[src/design/sxp_pkg.sv]
// Shared constants and the xorshift32 word update for the seeded permutation block.
// No dependencies; imported by sxp_mod_serial and seeded_xorshift_permutation.
package sxp_pkg;

  localparam int RNG_W               = 32;
  localparam int FIELD_W             = 3;
  // dividend bits consumed per cycle by the serial modulo unit
  localparam int DIGIT_W             = 4;
  localparam int DEFAULT_STAGE_COUNT = 8;

  localparam logic [RNG_W-1:0] SEED_MASK = 32'hDEADBEEF;
  localparam int               SHIFT_A   = 13;
  localparam int               SHIFT_B   = 17;
  localparam int               SHIFT_C   = 5;

  // one xorshift32 advance: left 13, right 17, left 5
  function automatic logic [RNG_W-1:0] xorshift32(input logic [RNG_W-1:0] w);
    logic [RNG_W-1:0] t;
    t = w ^ (w << SHIFT_A);
    t = t ^ (t >> SHIFT_B);
    t = t ^ (t << SHIFT_C);
    return t;
  endfunction

endpackage

[src/design/sxp_mod_serial.sv]
// Digit-serial unsigned modulo of a 32-bit word by a small divisor.
// Depends on sxp_pkg (RNG_W, DIGIT_W).
module sxp_mod_serial import sxp_pkg::*; #(
  parameter int STAGE_COUNT = DEFAULT_STAGE_COUNT
) (
  input  logic                                clk,
  input  logic                                rst,
  input  logic                                start,
  input  logic [RNG_W-1:0]                    dividend,
  input  logic [$clog2(STAGE_COUNT+1)-1:0]    divisor,
  output logic                                done,
  output logic [$clog2(STAGE_COUNT+1)-1:0]    remainder
);

  localparam int DIV_W  = $clog2(STAGE_COUNT + 1);
  localparam int N_ITER = RNG_W / DIGIT_W;
  localparam int CNT_W  = (N_ITER > 1) ? $clog2(N_ITER) : 1;

  logic [RNG_W-1:0] shreg;
  logic [DIV_W-1:0] rem;
  logic [DIV_W-1:0] rem_next;
  logic [CNT_W-1:0] cnt;
  logic             busy;

  // DIGIT_W restoring steps: shift in one dividend bit, subtract if it fits
  always_comb begin
    logic [DIV_W:0]   t;
    logic [DIV_W-1:0] r;
    r = rem;
    t = '0;
    for (int d = 0; d < DIGIT_W; d++) begin
      t = {r, shreg[RNG_W-1-d]};
      if (t >= {1'b0, divisor}) begin
        t = t - {1'b0, divisor};
      end
      r = t[DIV_W-1:0];
    end
    rem_next = r;
  end

  // control: count digits, flag the final one
  always_ff @(posedge clk) begin
    if (rst) begin
      busy <= 1'b0;
      done <= 1'b0;
      cnt  <= '0;
    end else begin
      done <= 1'b0;
      if (start) begin
        busy <= 1'b1;
        cnt  <= '0;
      end else if (busy) begin
        cnt <= cnt + 1'b1;
        if (cnt == CNT_W'(N_ITER - 1)) begin
          busy <= 1'b0;
          done <= 1'b1;
        end
      end
    end
  end

  // datapath: dividend shifts out MSB first, remainder accumulates
  always_ff @(posedge clk) begin
    if (start) begin
      shreg <= dividend;
      rem   <= '0;
    end else if (busy) begin
      shreg <= shreg << DIGIT_W;
      rem   <= rem_next;
    end
  end

  assign remainder = rem;

endmodule

[src/design/seeded_xorshift_permutation.sv]
// Seeded permutation generator: Fisher-Yates shuffle driven by xorshift32.
// From a seed, the block first fills the store with the identity, N = STAGE_COUNT,
// then per swap advances the rng, runs the serial modulo, and reads and writes the store.
// Entries then leave one at a time through a read state and an output state, holding on
// entry_ready; a new seed is taken once the last entry sits in the output register.
// Reset (sync, active high) idles the sequencer; the store is not cleared.
module seeded_xorshift_permutation import sxp_pkg::*; #(
  parameter int STAGE_COUNT = DEFAULT_STAGE_COUNT
) (
  input  logic               clk,
  input  logic               rst,
  input  logic               seed_valid,
  output logic               seed_ready,
  input  logic [RNG_W-1:0]   seed,
  output logic               entry_valid,
  input  logic               entry_ready,
  output logic [FIELD_W-1:0] position,
  output logic [FIELD_W-1:0] entry_value,
  output logic               last_entry
);

  localparam int IDX_W = $clog2(STAGE_COUNT);
  localparam int DIV_W = $clog2(STAGE_COUNT + 1);
  localparam logic [IDX_W-1:0] LAST_IDX = IDX_W'(STAGE_COUNT - 1);

  localparam logic [3:0] S_IDLE  = 4'd0;
  localparam logic [3:0] S_INIT  = 4'd1;
  localparam logic [3:0] S_RNG   = 4'd2;
  localparam logic [3:0] S_MOD   = 4'd3;
  localparam logic [3:0] S_RDI   = 4'd4;
  localparam logic [3:0] S_RDJ   = 4'd5;
  localparam logic [3:0] S_WRI   = 4'd6;
  localparam logic [3:0] S_WRJ   = 4'd7;
  localparam logic [3:0] S_EMRD  = 4'd8;
  localparam logic [3:0] S_EMOUT = 4'd9;

  logic [3:0]         state;
  logic [RNG_W-1:0]   rng;
  logic [RNG_W-1:0]   rng_next;
  logic [RNG_W-1:0]   seed_word;
  logic [IDX_W-1:0]   step;
  logic [IDX_W-1:0]   j;
  logic [IDX_W-1:0]   k;
  logic [FIELD_W-1:0] held;
  logic [FIELD_W-1:0] rdata;
  logic [FIELD_W-1:0] perm_mem [STAGE_COUNT];
  logic [IDX_W-1:0]   raddr;
  logic [IDX_W-1:0]   waddr;
  logic [FIELD_W-1:0] wdata;
  logic               wen;
  logic               mod_start;
  logic               mod_done;
  logic [DIV_W-1:0]   mod_rem;
  logic               out_load;

  assign seed_ready = (state == S_IDLE);
  assign seed_word  = seed ^ SEED_MASK;
  assign rng_next   = xorshift32(rng);
  assign mod_start  = (state == S_RNG);
  assign out_load   = (state == S_EMOUT) && (!entry_valid || entry_ready);

  // modulo by i+1
  sxp_mod_serial #(
    .STAGE_COUNT (STAGE_COUNT)
  ) u_mod (
    .clk       (clk),
    .rst       (rst),
    .start     (mod_start),
    .dividend  (rng_next),
    .divisor   (DIV_W'(step) + 1'b1),
    .done      (mod_done),
    .remainder (mod_rem)
  );

  // store port selection
  always_comb begin
    raddr = step;
    waddr = step;
    wdata = rdata;
    wen   = 1'b0;
    unique case (state)
      S_INIT: begin
        waddr = k;
        wdata = FIELD_W'(k);
        wen   = 1'b1;
      end
      S_RDJ: raddr = j;
      S_WRI: wen = 1'b1;
      S_WRJ: begin
        waddr = j;
        wdata = held;
        wen   = 1'b1;
      end
      S_EMRD, S_EMOUT: raddr = k;
      default: ;
    endcase
  end

  // permutation store, registered read
  always_ff @(posedge clk) begin
    if (wen) begin
      perm_mem[waddr] <= wdata;
    end
    rdata <= perm_mem[raddr];
  end

  // sequencer
  always_ff @(posedge clk) begin
    if (rst) begin
      state <= S_IDLE;
      rng   <= '0;
      step  <= '0;
      k     <= '0;
    end else begin
      unique case (state)
        S_IDLE: begin
          if (seed_valid) begin
            rng   <= (seed_word == '0) ? RNG_W'(1) : seed_word;
            k     <= '0;
            state <= S_INIT;
          end
        end
        S_INIT: begin
          if (k == LAST_IDX) begin
            step  <= LAST_IDX;
            state <= S_RNG;
          end else begin
            k <= k + 1'b1;
          end
        end
        S_RNG: begin
          rng   <= rng_next;
          state <= S_MOD;
        end
        S_MOD: begin
          if (mod_done) begin
            state <= S_RDI;
          end
        end
        S_RDI: state <= S_RDJ;
        S_RDJ: state <= S_WRI;
        S_WRI: state <= S_WRJ;
        S_WRJ: begin
          if (step == IDX_W'(1)) begin
            step  <= '0;
            k     <= '0;
            state <= S_EMRD;
          end else begin
            step  <= step - 1'b1;
            state <= S_RNG;
          end
        end
        S_EMRD: state <= S_EMOUT;
        S_EMOUT: begin
          if (out_load) begin
            if (k == LAST_IDX) begin
              state <= S_IDLE;
            end else begin
              k     <= k + 1'b1;
              state <= S_EMRD;
            end
          end
        end
        default: state <= S_IDLE;
      endcase
    end
  end

  // swap operands
  always_ff @(posedge clk) begin
    if (state == S_MOD && mod_done) begin
      j <= mod_rem[IDX_W-1:0];
    end
    if (state == S_RDJ) begin
      held <= rdata;
    end
  end

  // output word register
  always_ff @(posedge clk) begin
    if (rst) begin
      entry_valid <= 1'b0;
    end else if (out_load) begin
      entry_valid <= 1'b1;
    end else if (entry_ready) begin
      entry_valid <= 1'b0;
    end
  end

  always_ff @(posedge clk) begin
    if (out_load) begin
      position    <= FIELD_W'(k);
      entry_value <= rdata;
      last_entry  <= (k == LAST_IDX);
    end
  end

  // checks
  a_done_in_mod: assert property (@(posedge clk) disable iff (rst)
    mod_done |-> (state == S_MOD))
    else $error("modulo finished outside its wait state");

  a_j_in_range: assert property (@(posedge clk) disable iff (rst)
    (state == S_RDI) |-> (j <= step))
    else $error("swap partner beyond current step");

  a_last_pos: assert property (@(posedge clk) disable iff (rst)
    (entry_valid && last_entry) |-> (position == FIELD_W'(STAGE_COUNT - 1)))
    else $error("last entry flagged at wrong position");

  a_idle_step: assert property (@(posedge clk) disable iff (rst)
    seed_ready |-> (step == '0))
    else $error("step counter not cleared while idle");

endmodule
[config.mk]
export PLATFORM = sky130hd
export DESIGN_NAME = seeded_xorshift_permutation
export DESIGN_NICKNAME = d
export VERILOG_FILES = /design/src/design/sxp_pkg.sv /design/src/design/sxp_mod_serial.sv /design/src/design/seeded_xorshift_permutation.sv
export SDC_FILE = /design/constraint.sdc
export NUM_CORES = 1
export LEC_CHECK = 0
export ABC_AREA = 0
export BUFFER_PORTS_ARGS = -buffer_cell sky130_fd_sc_hd__buf_2
export CELL_PAD_IN_SITES_DETAIL_PLACEMENT = 0
export CELL_PAD_IN_SITES_GLOBAL_PLACEMENT = 1
export CORE_MARGIN = 2
export CORE_UTILIZATION = 43
export DETAILED_ROUTE_END_ITERATION = 8
export PLACE_DENSITY_LB_ADDON = 0.1
export RECOVER_POWER = 25
export SYNTH_ARGS = -nofsm -noshare
export SYNTH_HDL_FRONTEND = slang
export SYNTH_SLANG_ARGS = --single-unit
[constraint.sdc]
create_clock -name clk -period 6.34 [get_ports clk]
set_input_delay 0.317 -clock clk [delete_from_list [all_inputs] [get_ports clk]]
set_output_delay 0.317 -clock clk [all_outputs]
set_load 0.03 [all_outputs]
== Word level (Yosys, flattened, before mapping) ==
Memories as Yosys holds them, arrays and structs flattened. A register that Yosys moved wholly into a read port is not among the register bits.
Cells that the tools add are included.
Operators by class
  eq/ne operators: 17
  bitwise gates (word level): 5
  reductions and logical operators: 19
  add/sub/neg operators: 8
  muxes and demuxes: 36
  order comparisons: 4
Operators by type and width (number)
  $mux 32: 4
  $pmux 32 s2: 1
  $xor 32x32->32: 2
  $mux 4: 10
  $pmux 4 s10: 1
  $logic_not 32->1: 1
  $xor 32x15->32: 1
  $not 24->24: 1
  $pmux 3 s2: 4
  $ge 5x4->1: 4
  $mux 3: 6
  $eq 4x3->1 const B: 4
  $sub 4x4->4: 4
  $pmux 3 s4: 1
  $mux 1: 9
  $eq 4x2->1 const B: 2
  $eq 4x4->1 const B: 2
  $ne 2x2->1 const B: 4
  $reduce_and 4->1: 2
  $reduce_bool 2->1: 4
  $add 3x1->3 const B: 2
  $eq 3x3->1 const B: 2
  $reduce_or 3->1: 2
  $add 3x1->4 const B: 1
  other kinds (12): 15
Word-level totals
  memories: 1
  word-level logic and storage cells: 105
  input port bits: 36
  RAM bits: 24
  output and inout bits: 9
  register bits after elaboration: 97
Memory list
  perm_mem: words 8, bits a word 3, rd ports 1, clocked after memory_dff 1, wr ports 1, RTL line seeded_xorshift_permutation.sv:46  | logic [FIELD_W-1:0] perm_mem [STAGE_COUNT];

== Logic depth before layout (Yosys ltp) ==
Gate-level depths: netlist of the first run.
  word-level depth: 9
  depth in mapped cells: 36

== By module ==
Synthesis of the first run repeated with hierarchy kept, for this count alone.
Second synthesis, totals
  cells, all modules: 639
  area, all modules: 6920.4 um2
By module, submodules not included
  seeded_xorshift_permutation: instances 1, cells each 427, area each 4395.5 um2, seq. area each 2031.9 um2
  sxp_mod_serial: instances 1, cells each 212, area each 2524.9 um2, seq. area each 1141.1 um2

== Worst setup path after synthesis of the first run ==
OpenSTA, ideal clock, no wires.
  kind: register to register
  start: register step[0]
  end: register u_mod.rem[1] (netlist: u_mod.remainder[1])
  setup slack: -0.510 ns
  arrival: 6.722 ns
  required time: 6.212 ns
  stages on the path, launching flop included: 34
  path buffers: 1
  period minus slack after synthesis: 6.850 ns
  library setup time: 0.128 ns
  path through: dfxtp_1 inv_1 ha_1 inv_1 fa_1 nor2b_1 a41o_1 nor4b_4 inv_1 ha_1 a21oi_1 nor2b_1 nor2_1 nand2_1 o311a_1 buf_6 ha_1 a21oi_1 nand2b_1 nor2b_1 o31ai_1 a21oi_1 nand2_1 mux2_2 ha_1 nand2_1 nor2_1 nor3_1 mux2i_1 a32oi_1 o221ai_2 mux2_1 mux2i_1 nor2_1
On the way
  word-level cells in the longest chain between the ends: 9
  elaborated cells on any way between the ends: 13
Ends and longest elaborated chain
  from (decl): RTL line seeded_xorshift_permutation.sv:41  | logic [IDX_W-1:0] step;
  from (signal assigned): RTL line seeded_xorshift_permutation.sv:149  | step <= step - 1'b1;
  $add 3x1->4 (*): RTL line seeded_xorshift_permutation.sv:70  | .divisor (DIV_W'(step) + 1'b1),
  $sub 4x4->4 / $ge 5x4->1 (equally long branches): RTL line sxp_mod_serial.sv:34, sxp_mod_serial.sv:33
  $mux 4: RTL line sxp_mod_serial.sv:33  | if (t >= {1'b0, divisor}) begin
  $sub 4x4->4 / $ge 5x4->1 (equally long branches): RTL line sxp_mod_serial.sv:34, sxp_mod_serial.sv:33
  $mux 4: RTL line sxp_mod_serial.sv:33
  $ge 5x4->1 / $sub 4x4->4 (equally long branches): RTL line sxp_mod_serial.sv:33, sxp_mod_serial.sv:34
  $mux 4: RTL line sxp_mod_serial.sv:33
  $sub 4x4->4 / $ge 5x4->1 (equally long branches): RTL line sxp_mod_serial.sv:34, sxp_mod_serial.sv:33
  $mux 4 (*): RTL line sxp_mod_serial.sv:33
  to (signal assigned): RTL line sxp_mod_serial.sv:69  | rem <= rem_next;
  to (decl): RTL line sxp_mod_serial.sv:20  | logic [DIV_W-1:0] rem;
Mark *: on every way between the ends. The rest lies on a longest branch, timed or not.
A chain may end at the register's enable or synchronous reset.

== Worst setup path after layout of the first run ==
  start: register step[1]
  end: register u_mod.rem[0] (netlist: u_mod.remainder[0])
On the way
  word-level cells in the longest chain between the ends: 9
  elaborated cells on any way between the ends: 12
Ends and longest elaborated chain (RTL line)
  $add 3x1->4 (*): seeded_xorshift_permutation.sv:70
  $sub 4x4->4 / $ge 5x4->1 (equally long branches): sxp_mod_serial.sv:34, sxp_mod_serial.sv:33
  $mux 4: sxp_mod_serial.sv:33
  $sub 4x4->4 / $ge 5x4->1 (equally long branches): sxp_mod_serial.sv:34, sxp_mod_serial.sv:33
  $mux 4: sxp_mod_serial.sv:33
  $sub 4x4->4 / $ge 5x4->1 (equally long branches): sxp_mod_serial.sv:34, sxp_mod_serial.sv:33
  $mux 4: sxp_mod_serial.sv:33
  $ge 5x4->1 (*): sxp_mod_serial.sv:33
  $mux 4 (*): sxp_mod_serial.sv:33
Marks and branches as above.

==> results of run 1 <==
## path summary, 6_finish.rpt
path	from	end	slack, ps	cells past startpoint
max	step[1]	u_mod.remainder[0]	80	33
min	seed[4]	rng[4]	190	3
max reg2reg	step[1]	u_mod.remainder[0]	80	33
min reg2reg	rdata[2]	entry_value[2]	500	0
## logic make-up (layout without fill, tap and decap cells)
family                   count (synthesis)  count (layout)  synth area share
multiplexers                            29              29           0.04282
AND/OR/NAND/NOR                        281             281            0.1834
XOR/XNOR                                81              81            0.1021
buffers and inverters                   65             156           0.03685
AO/OA/AOI/OAI                          150             150            0.1416
flip-flops                             124             124            0.4451
adder cells (fa/ha/maj)                 25              25           0.04809
## power by group
part | switching [mW] | internal [mW] | leakage, nW
combinational | 1.88 | 1.83 | 1.97
sequential | 0.160 | 1.10 | 1.09
clock | 0.384 | 0.547 | 0.261
total | 2.42 | 3.48 | 3.32
## layout make-up
| cell class | count | area share |
|---|---|---|
| Tap cell | 220 | 0.03152 |
| Inverter | 22 | 0.01089 |
| Clock inverter | 14 | 0.01576 |
| Clock buffer | 18 | 0.04915 |
| Sequential cell | 124 | 0.3639 |
| Multi-Input combinational cell | 566 | 0.4549 |
| Timing Repair Buffer | 102 | 0.07379 |
## flip-flops by register name, indices dropped and copies added (netlist names), 3 cells and up
name / count
held: 3
j: 3
perm_mem: 24
entry_value: 3
rng: 32
u_mod.cnt: 3
step: 3
k: 3
position: 3
rdata: 3
u_mod.shreg: 32
state: 4
u_mod.remainder: 4
## worst max-delay path, delay by kind of cell (launching register included)
kind	cells	cell delay (ps)
compound gates	7	1450
fa+ha+maj	5	1430
simple gates	11	1240
mux	5	1130
buf+inv	4	380
flops	1	320
xor+xnor	1	190
## layer usage
layer / track usage / share of wire / vias up
met5: 0 / 0 / -
met4: 0.07109 / 0.021 / 0
met3: 0.04483 / 0.038 / 34
met2: 0.3964 / 0.52 / 158
met1: 0.2628 / 0.42 / 2818
li1: - / - / 2844
## placed cells by master (no fill, tap or decap), types with 17 or more instances in the layout
master,count
dfxtp_1,53
xnor2_1,56
o21ai_0,33
nor3_1,23
buf_4,56
inv_1,18
nor2_1,73
xor2_1,24
mux2i_1,19
a21oi_1,32
edfxtp_1,69
clkbuf_16,17
nand2_1,105
buf_2,35
## repair_timing
action / CTS / global route
gates resized for setup: 13 / 33
buffers inserted: 13 / 24
pin swaps: 3 / 18
setup endpoints to repair: 4 / 4
## metrics by stage
step	setup TNS (ps)	hold slack (ps)	util
after floorplan	0	409.5	-
after global placement	0	479.0	0.4682
after detailed placement	-589.1	476.3	0.4682
after CTS	0	169.6	0.5130
after global routing	-421.0	195.2	0.5322
final	0	185.2	0.5322
==> results.json, run 1 <==
{
  "status": "complete, but fails checks",
  "failed_checks": "max-capacitance violations, max-slew violations",
  "arrival_ps": 6600,
  "dieArea_um2": 17630,
  "cts_inserted_buffers": 17,
  "critPathCaptureType": "register",
  "finalHoldViolCount": 0,
  "grt_max_degree": 71,
  "core_um2": 16410,
  "p_leak_nw": 3.322,
  "synth_top_cell_by_area": "edfxtp_1",
  "maxSlewHeadroom": -1.045,
  "crit_required_ps": 6680,
  "drt-initial-drc-count": 301,
  "fin_nets": 894,
  "wl_per_cell_um": 18.22,
  "grt_pass1_vias": 5847,
  "clock_sinks": 124,
  "grt_pass1_wl_um": 30370,
  "die_w_um": 132.8,
  "cap_viol_max_count": 1,
  "synth_edf_count": 69,
  "fin_crit_sh": 0.9866,
  "critPathLaunchType": "register",
  "cts_buffer_depth": 2,
  "register_area_um2": 3178,
  "cts_max_level": 4,
  "antenna_found_initial": 0,
  "clk_latency_ps": 420,
  "pre_cts_slack_ps": -193.5,
  "irDropWorstVdd_uv": 355.5,
  "slowest_delay_ps": 380,
  "synth_flop_cell": "edfxtp_1",
  "yosysWarnings": 0,
  "multi_input_area_um2": 3973,
  "place_area_um2": 7682,
  "syn-instance-count": 755,
  "cts_root_buf": "clkbuf_16",
  "yosysUniqueCellTypes": 64,
  "vias": 5854,
  "syn_area_per_cell_um2": 9.443,
  "setup_ws_ps": 84.82,
  "port_buffers": 44,
  "slew_viol_final": 71,
  "finalInstanceArea_um2": 8732,
  "worstMarginPinSlew_ps": 3068,
  "ioPinCount": 45,
  "min_path_type": "input port to register",
  "drcViolationCount": 0,
  "clk_pin_slew_ps": 60,
  "finClkSkew_ps": 7.948,
  "track_usage": 0.2202,
  "placed_cells": 997,
  "drive_gt1_frac": 0.2163,
  "synth_nets": 816,
  "yosysSeqAreaShare": 0.4451,
  "worstPathMaxFanout": 6,
  "drtPass1Iterations": 5,
  "start_util": 0.4345,
  "area_growth_pct": 22.48,
  "dp_hpwl_um": 13490,
  "fillerInstances": 1479,
  "setup_viol": 0,
  "maxClockFrequency_mhz": 159.9,
  "wl_um": 19430,
  "overflow": 0,
  "synth_top_area_share": 0.2906,
  "worstSetupPathType": "register to register",
  "ctsHoldBuffers": 0,
  "synth_commonest_cells": "nand2_1, nor2_1, edfxtp_1, xnor2_1, dfxtp_1",
  "die_y_um": 132.8,
  "critical-path-slowest-cell": "ha_1",
  "async_reset_ff_frac": 0,
  "fp-row-count": 47,
  "cts_tree": "done",
  "finalPower_mw": 5.897,
  "diodes": 0,
  "fin_cells": 1066,
  "rsz0062_at_grt": "yes",
  "vias_per_cell": 5.492,
  "powerDensity_nw_per_um2": 675.3,
  "yosys.cell_count.top_type": "nand2_1",
  "ys_ff_latch": 124,
  "synthTopCellsByArea": "edfxtp_1, dfxtp_1, xnor2_1",
  "period_needed_ps": 6255,
  "final_antenna_net_count": 0,
  "synth_area_um2": 7129,
  "finalWeightedCongestion": 0.8529
}
Note: power is estimated with default switching activity, not from simulation.
==> inputs of run 2 (changes only) <==
Settings changed: CORE_UTILIZATION 43 to 35, PLACE_DENSITY_LB_ADDON 0.1 to 0.3.
==> run 2 against run 1 <==
  * The flow still finishes with violations (max-capacitance violations, max-slew violations)
  * Setup slack gained 38 ps
  * Hold slack better by 30 ps
  * Die area up 22%
  * Cell count rose by 3.8%
  * Global-route usage decreased by 4.1 points
  * Via count shrank 0.82%
  * Flip-flop and latch count unchanged
  * Clock skew shrank 1.2 ps
  * Combinational power is 6.2% lower
  * Routed wire length fell by 2.4%
  * Critical path type unchanged
  * Highest routed layer unchanged
==> results.json, run 2 (synthesized netlist as in run 1, its figures left out) <==
{
  "dieArea_um2": 21530,
  "antenna_found_initial": 0,
  "irDropWorstVdd_uv": 338.9,
  "port_buffers": 44,
  "clock_sinks": 124,
  "track_usage": 0.1788,
  "area_growth_pct": 21.74,
  "drt-initial-drc-count": 371,
  "maxSlewHeadroom": -1.061,
  "drcViolationCount": 0,
  "worstSetupPathDepth": 32,
  "core_um2": 20100,
  "grt_pass1_vias": 5799,
  "final_antenna_net_count": 0,
  "clk_pin_slew_ps": 60,
  "final_cell_mix": "nand2_1, nor2_1, edfxtp_1",
  "critPathLaunchType": "register",
  "die_y_um": 146.7,
  "top_regs": "rng (32), u_mod.shreg (32), perm_mem (24)",
  "grt_pass1_wl_um": 30400,
  "finalPower_mw": 5.678,
  "placed_cells": 1049,
  "place_area_um2": 7760,
  "endpoint": "u_mod.remainder[1]",
  "maxClockFrequency_mhz": 160.9,
  "wl_um": 18950,
  "ioPinCount": 45,
  "finalWeightedCongestion": 0.7987,
  "drtPass1Iterations": 4,
  "vias": 5806,
  "slew_viol_final": 71,
  "powerDensity_nw_per_um2": 654.2,
  "hold_slack_ps": 215.5,
  "start_util": 0.3546,
  "rr_worst_depth": 32,
  "layout_commonest_cell": "nand2_1",
  "cts_root_buf": "clkbuf_16",
  "fin_cells": 1106,
  "worstSetupPathType": "register to register",
  "grt_max_degree": 71,
  "r2r_setup_slack_ps": 120,
  "cp_top_family": "simple AND/OR/NAND/NOR gates",
  "crit_path_frequent_cell": "ha_4",
  "cts_buffer_depth": 2,
  "arrival_ps": 6500,
  "vias_per_cell": 5.250,
  "r2r-end": "u_mod.remainder[1]",
  "slowest_delay_ps": 460,
  "wl_per_cell_um": 17.14,
  "fin_crit_sh": 0.9806,
  "crit_required_ps": 6620,
  "dp_hpwl_um": 13060,
  "finalSetupTns_ps": 0,
  "finalInstanceArea_um2": 8680,
  "failed_checks": "max-capacitance violations, max-slew violations",
  "critPathCaptureType": "register",
  "status": "complete, but fails checks",
  "clk_latency_ps": 420,
  "period_needed_ps": 6217,
  "critical-path-slowest-cell": "fa_1",
  "worstPathMaxFanout": 5,
  "rsz0062_at_grt": "yes",
  "cp-startpoint": "step[0]",
  "drive_gt1_frac": 0.1998,
  "die_w_um": 146.7,
  "crit_buf_inv": 4,
  "fp-row-count": 52,
  "setup_viol": 0,
  "cts_inserted_buffers": 17,
  "cts_max_level": 4,
  "overflow": 0,
  "cts_tree": "done",
  "p_leak_nw": 3.265,
  "diodes": 0,
  "finalHoldViolCount": 0,
  "worstMarginPinSlew_ps": 3091,
  "fin_nets": 884,
  "cap_viol_max_count": 1,
  "finClkSkew_ps": 6.787,
  "r2r_start": "step[0]",
  "min_path_type": "input port to register"
}
==> run 2: where the power goes <==
group | internal (mW) | switching, mW | leakage, nW | total (mW)
sequential | 1.10 | 0.160 | 1.09 | 1.26
combinational | 1.70 | 1.77 | 1.91 | 3.47
clock | 0.578 | 0.365 | 0.270 | 0.943
total | 3.38 | 2.30 | 3.26 | 5.68
==> run 2: worst reg2reg max path: cells and delay by family, from the launching register on <==
kind / cells / cell delay (ps)
DFF: 1 / 370
muxes: 5 / 1190
buffers and inverters: 4 / 250
AOI/OAI and AO/OA: 5 / 910
adders and majority gates: 5 / 1490
and+or+nand+nor: 13 / 1880
==> run 2: per-stage QoR <==
stage	setup WS, ps	util
global placement	39.10	0.3860
detailed placement	-199.0	0.3860
CTS	1.822	0.4226
floorplan	42.13	-
finish	123.2	0.4317
global route	-288.1	0.4317
==> run 2: worst min path at each step <==
stage                           to               start  cells past startpoint  slack [ps]
floorplan                     j[1]  u_mod.remainder[1]                      0         410
global placement    entry_value[2]            rdata[2]                      0         470
detailed placement  entry_value[2]            rdata[2]                      0         470
CTS                        rng[24]            seed[24]                      3         180
global route               rng[29]            seed[29]                      3         200
finish                     rng[24]            seed[24]                      3         220
==> run 2: area by class of cell <==
type / count / area, um2
inverters: 22 / 95.09
flip-flops and latches: 124 / 3181
clock inverters: 14 / 147.6
fillers: 1958 / 11420
repair buffers: 92 / 570.5
clock buffers: 18 / 429.2
multi-input cells: 566 / 3919
well taps: 270 / 337.8
==> run 2: routing by layer <==
metal	GRT usage	vias to the layer above	share of wire
li1	-	2821	-
met1	0.2269	2806	0.45
met2	0.3031	149	0.49
met3	0.03634	30	0.043
met4	0.06408	0	0.020
met5	0	-	0
==> run 2: timing repair <==
item                                    in CTS  in global routing
pin swaps                                    6                 19
resized for setup                           12                 26
endpoints found under the setup margin       4                  4
hold buffers                                 0                  0
buffers inserted                            13                 12
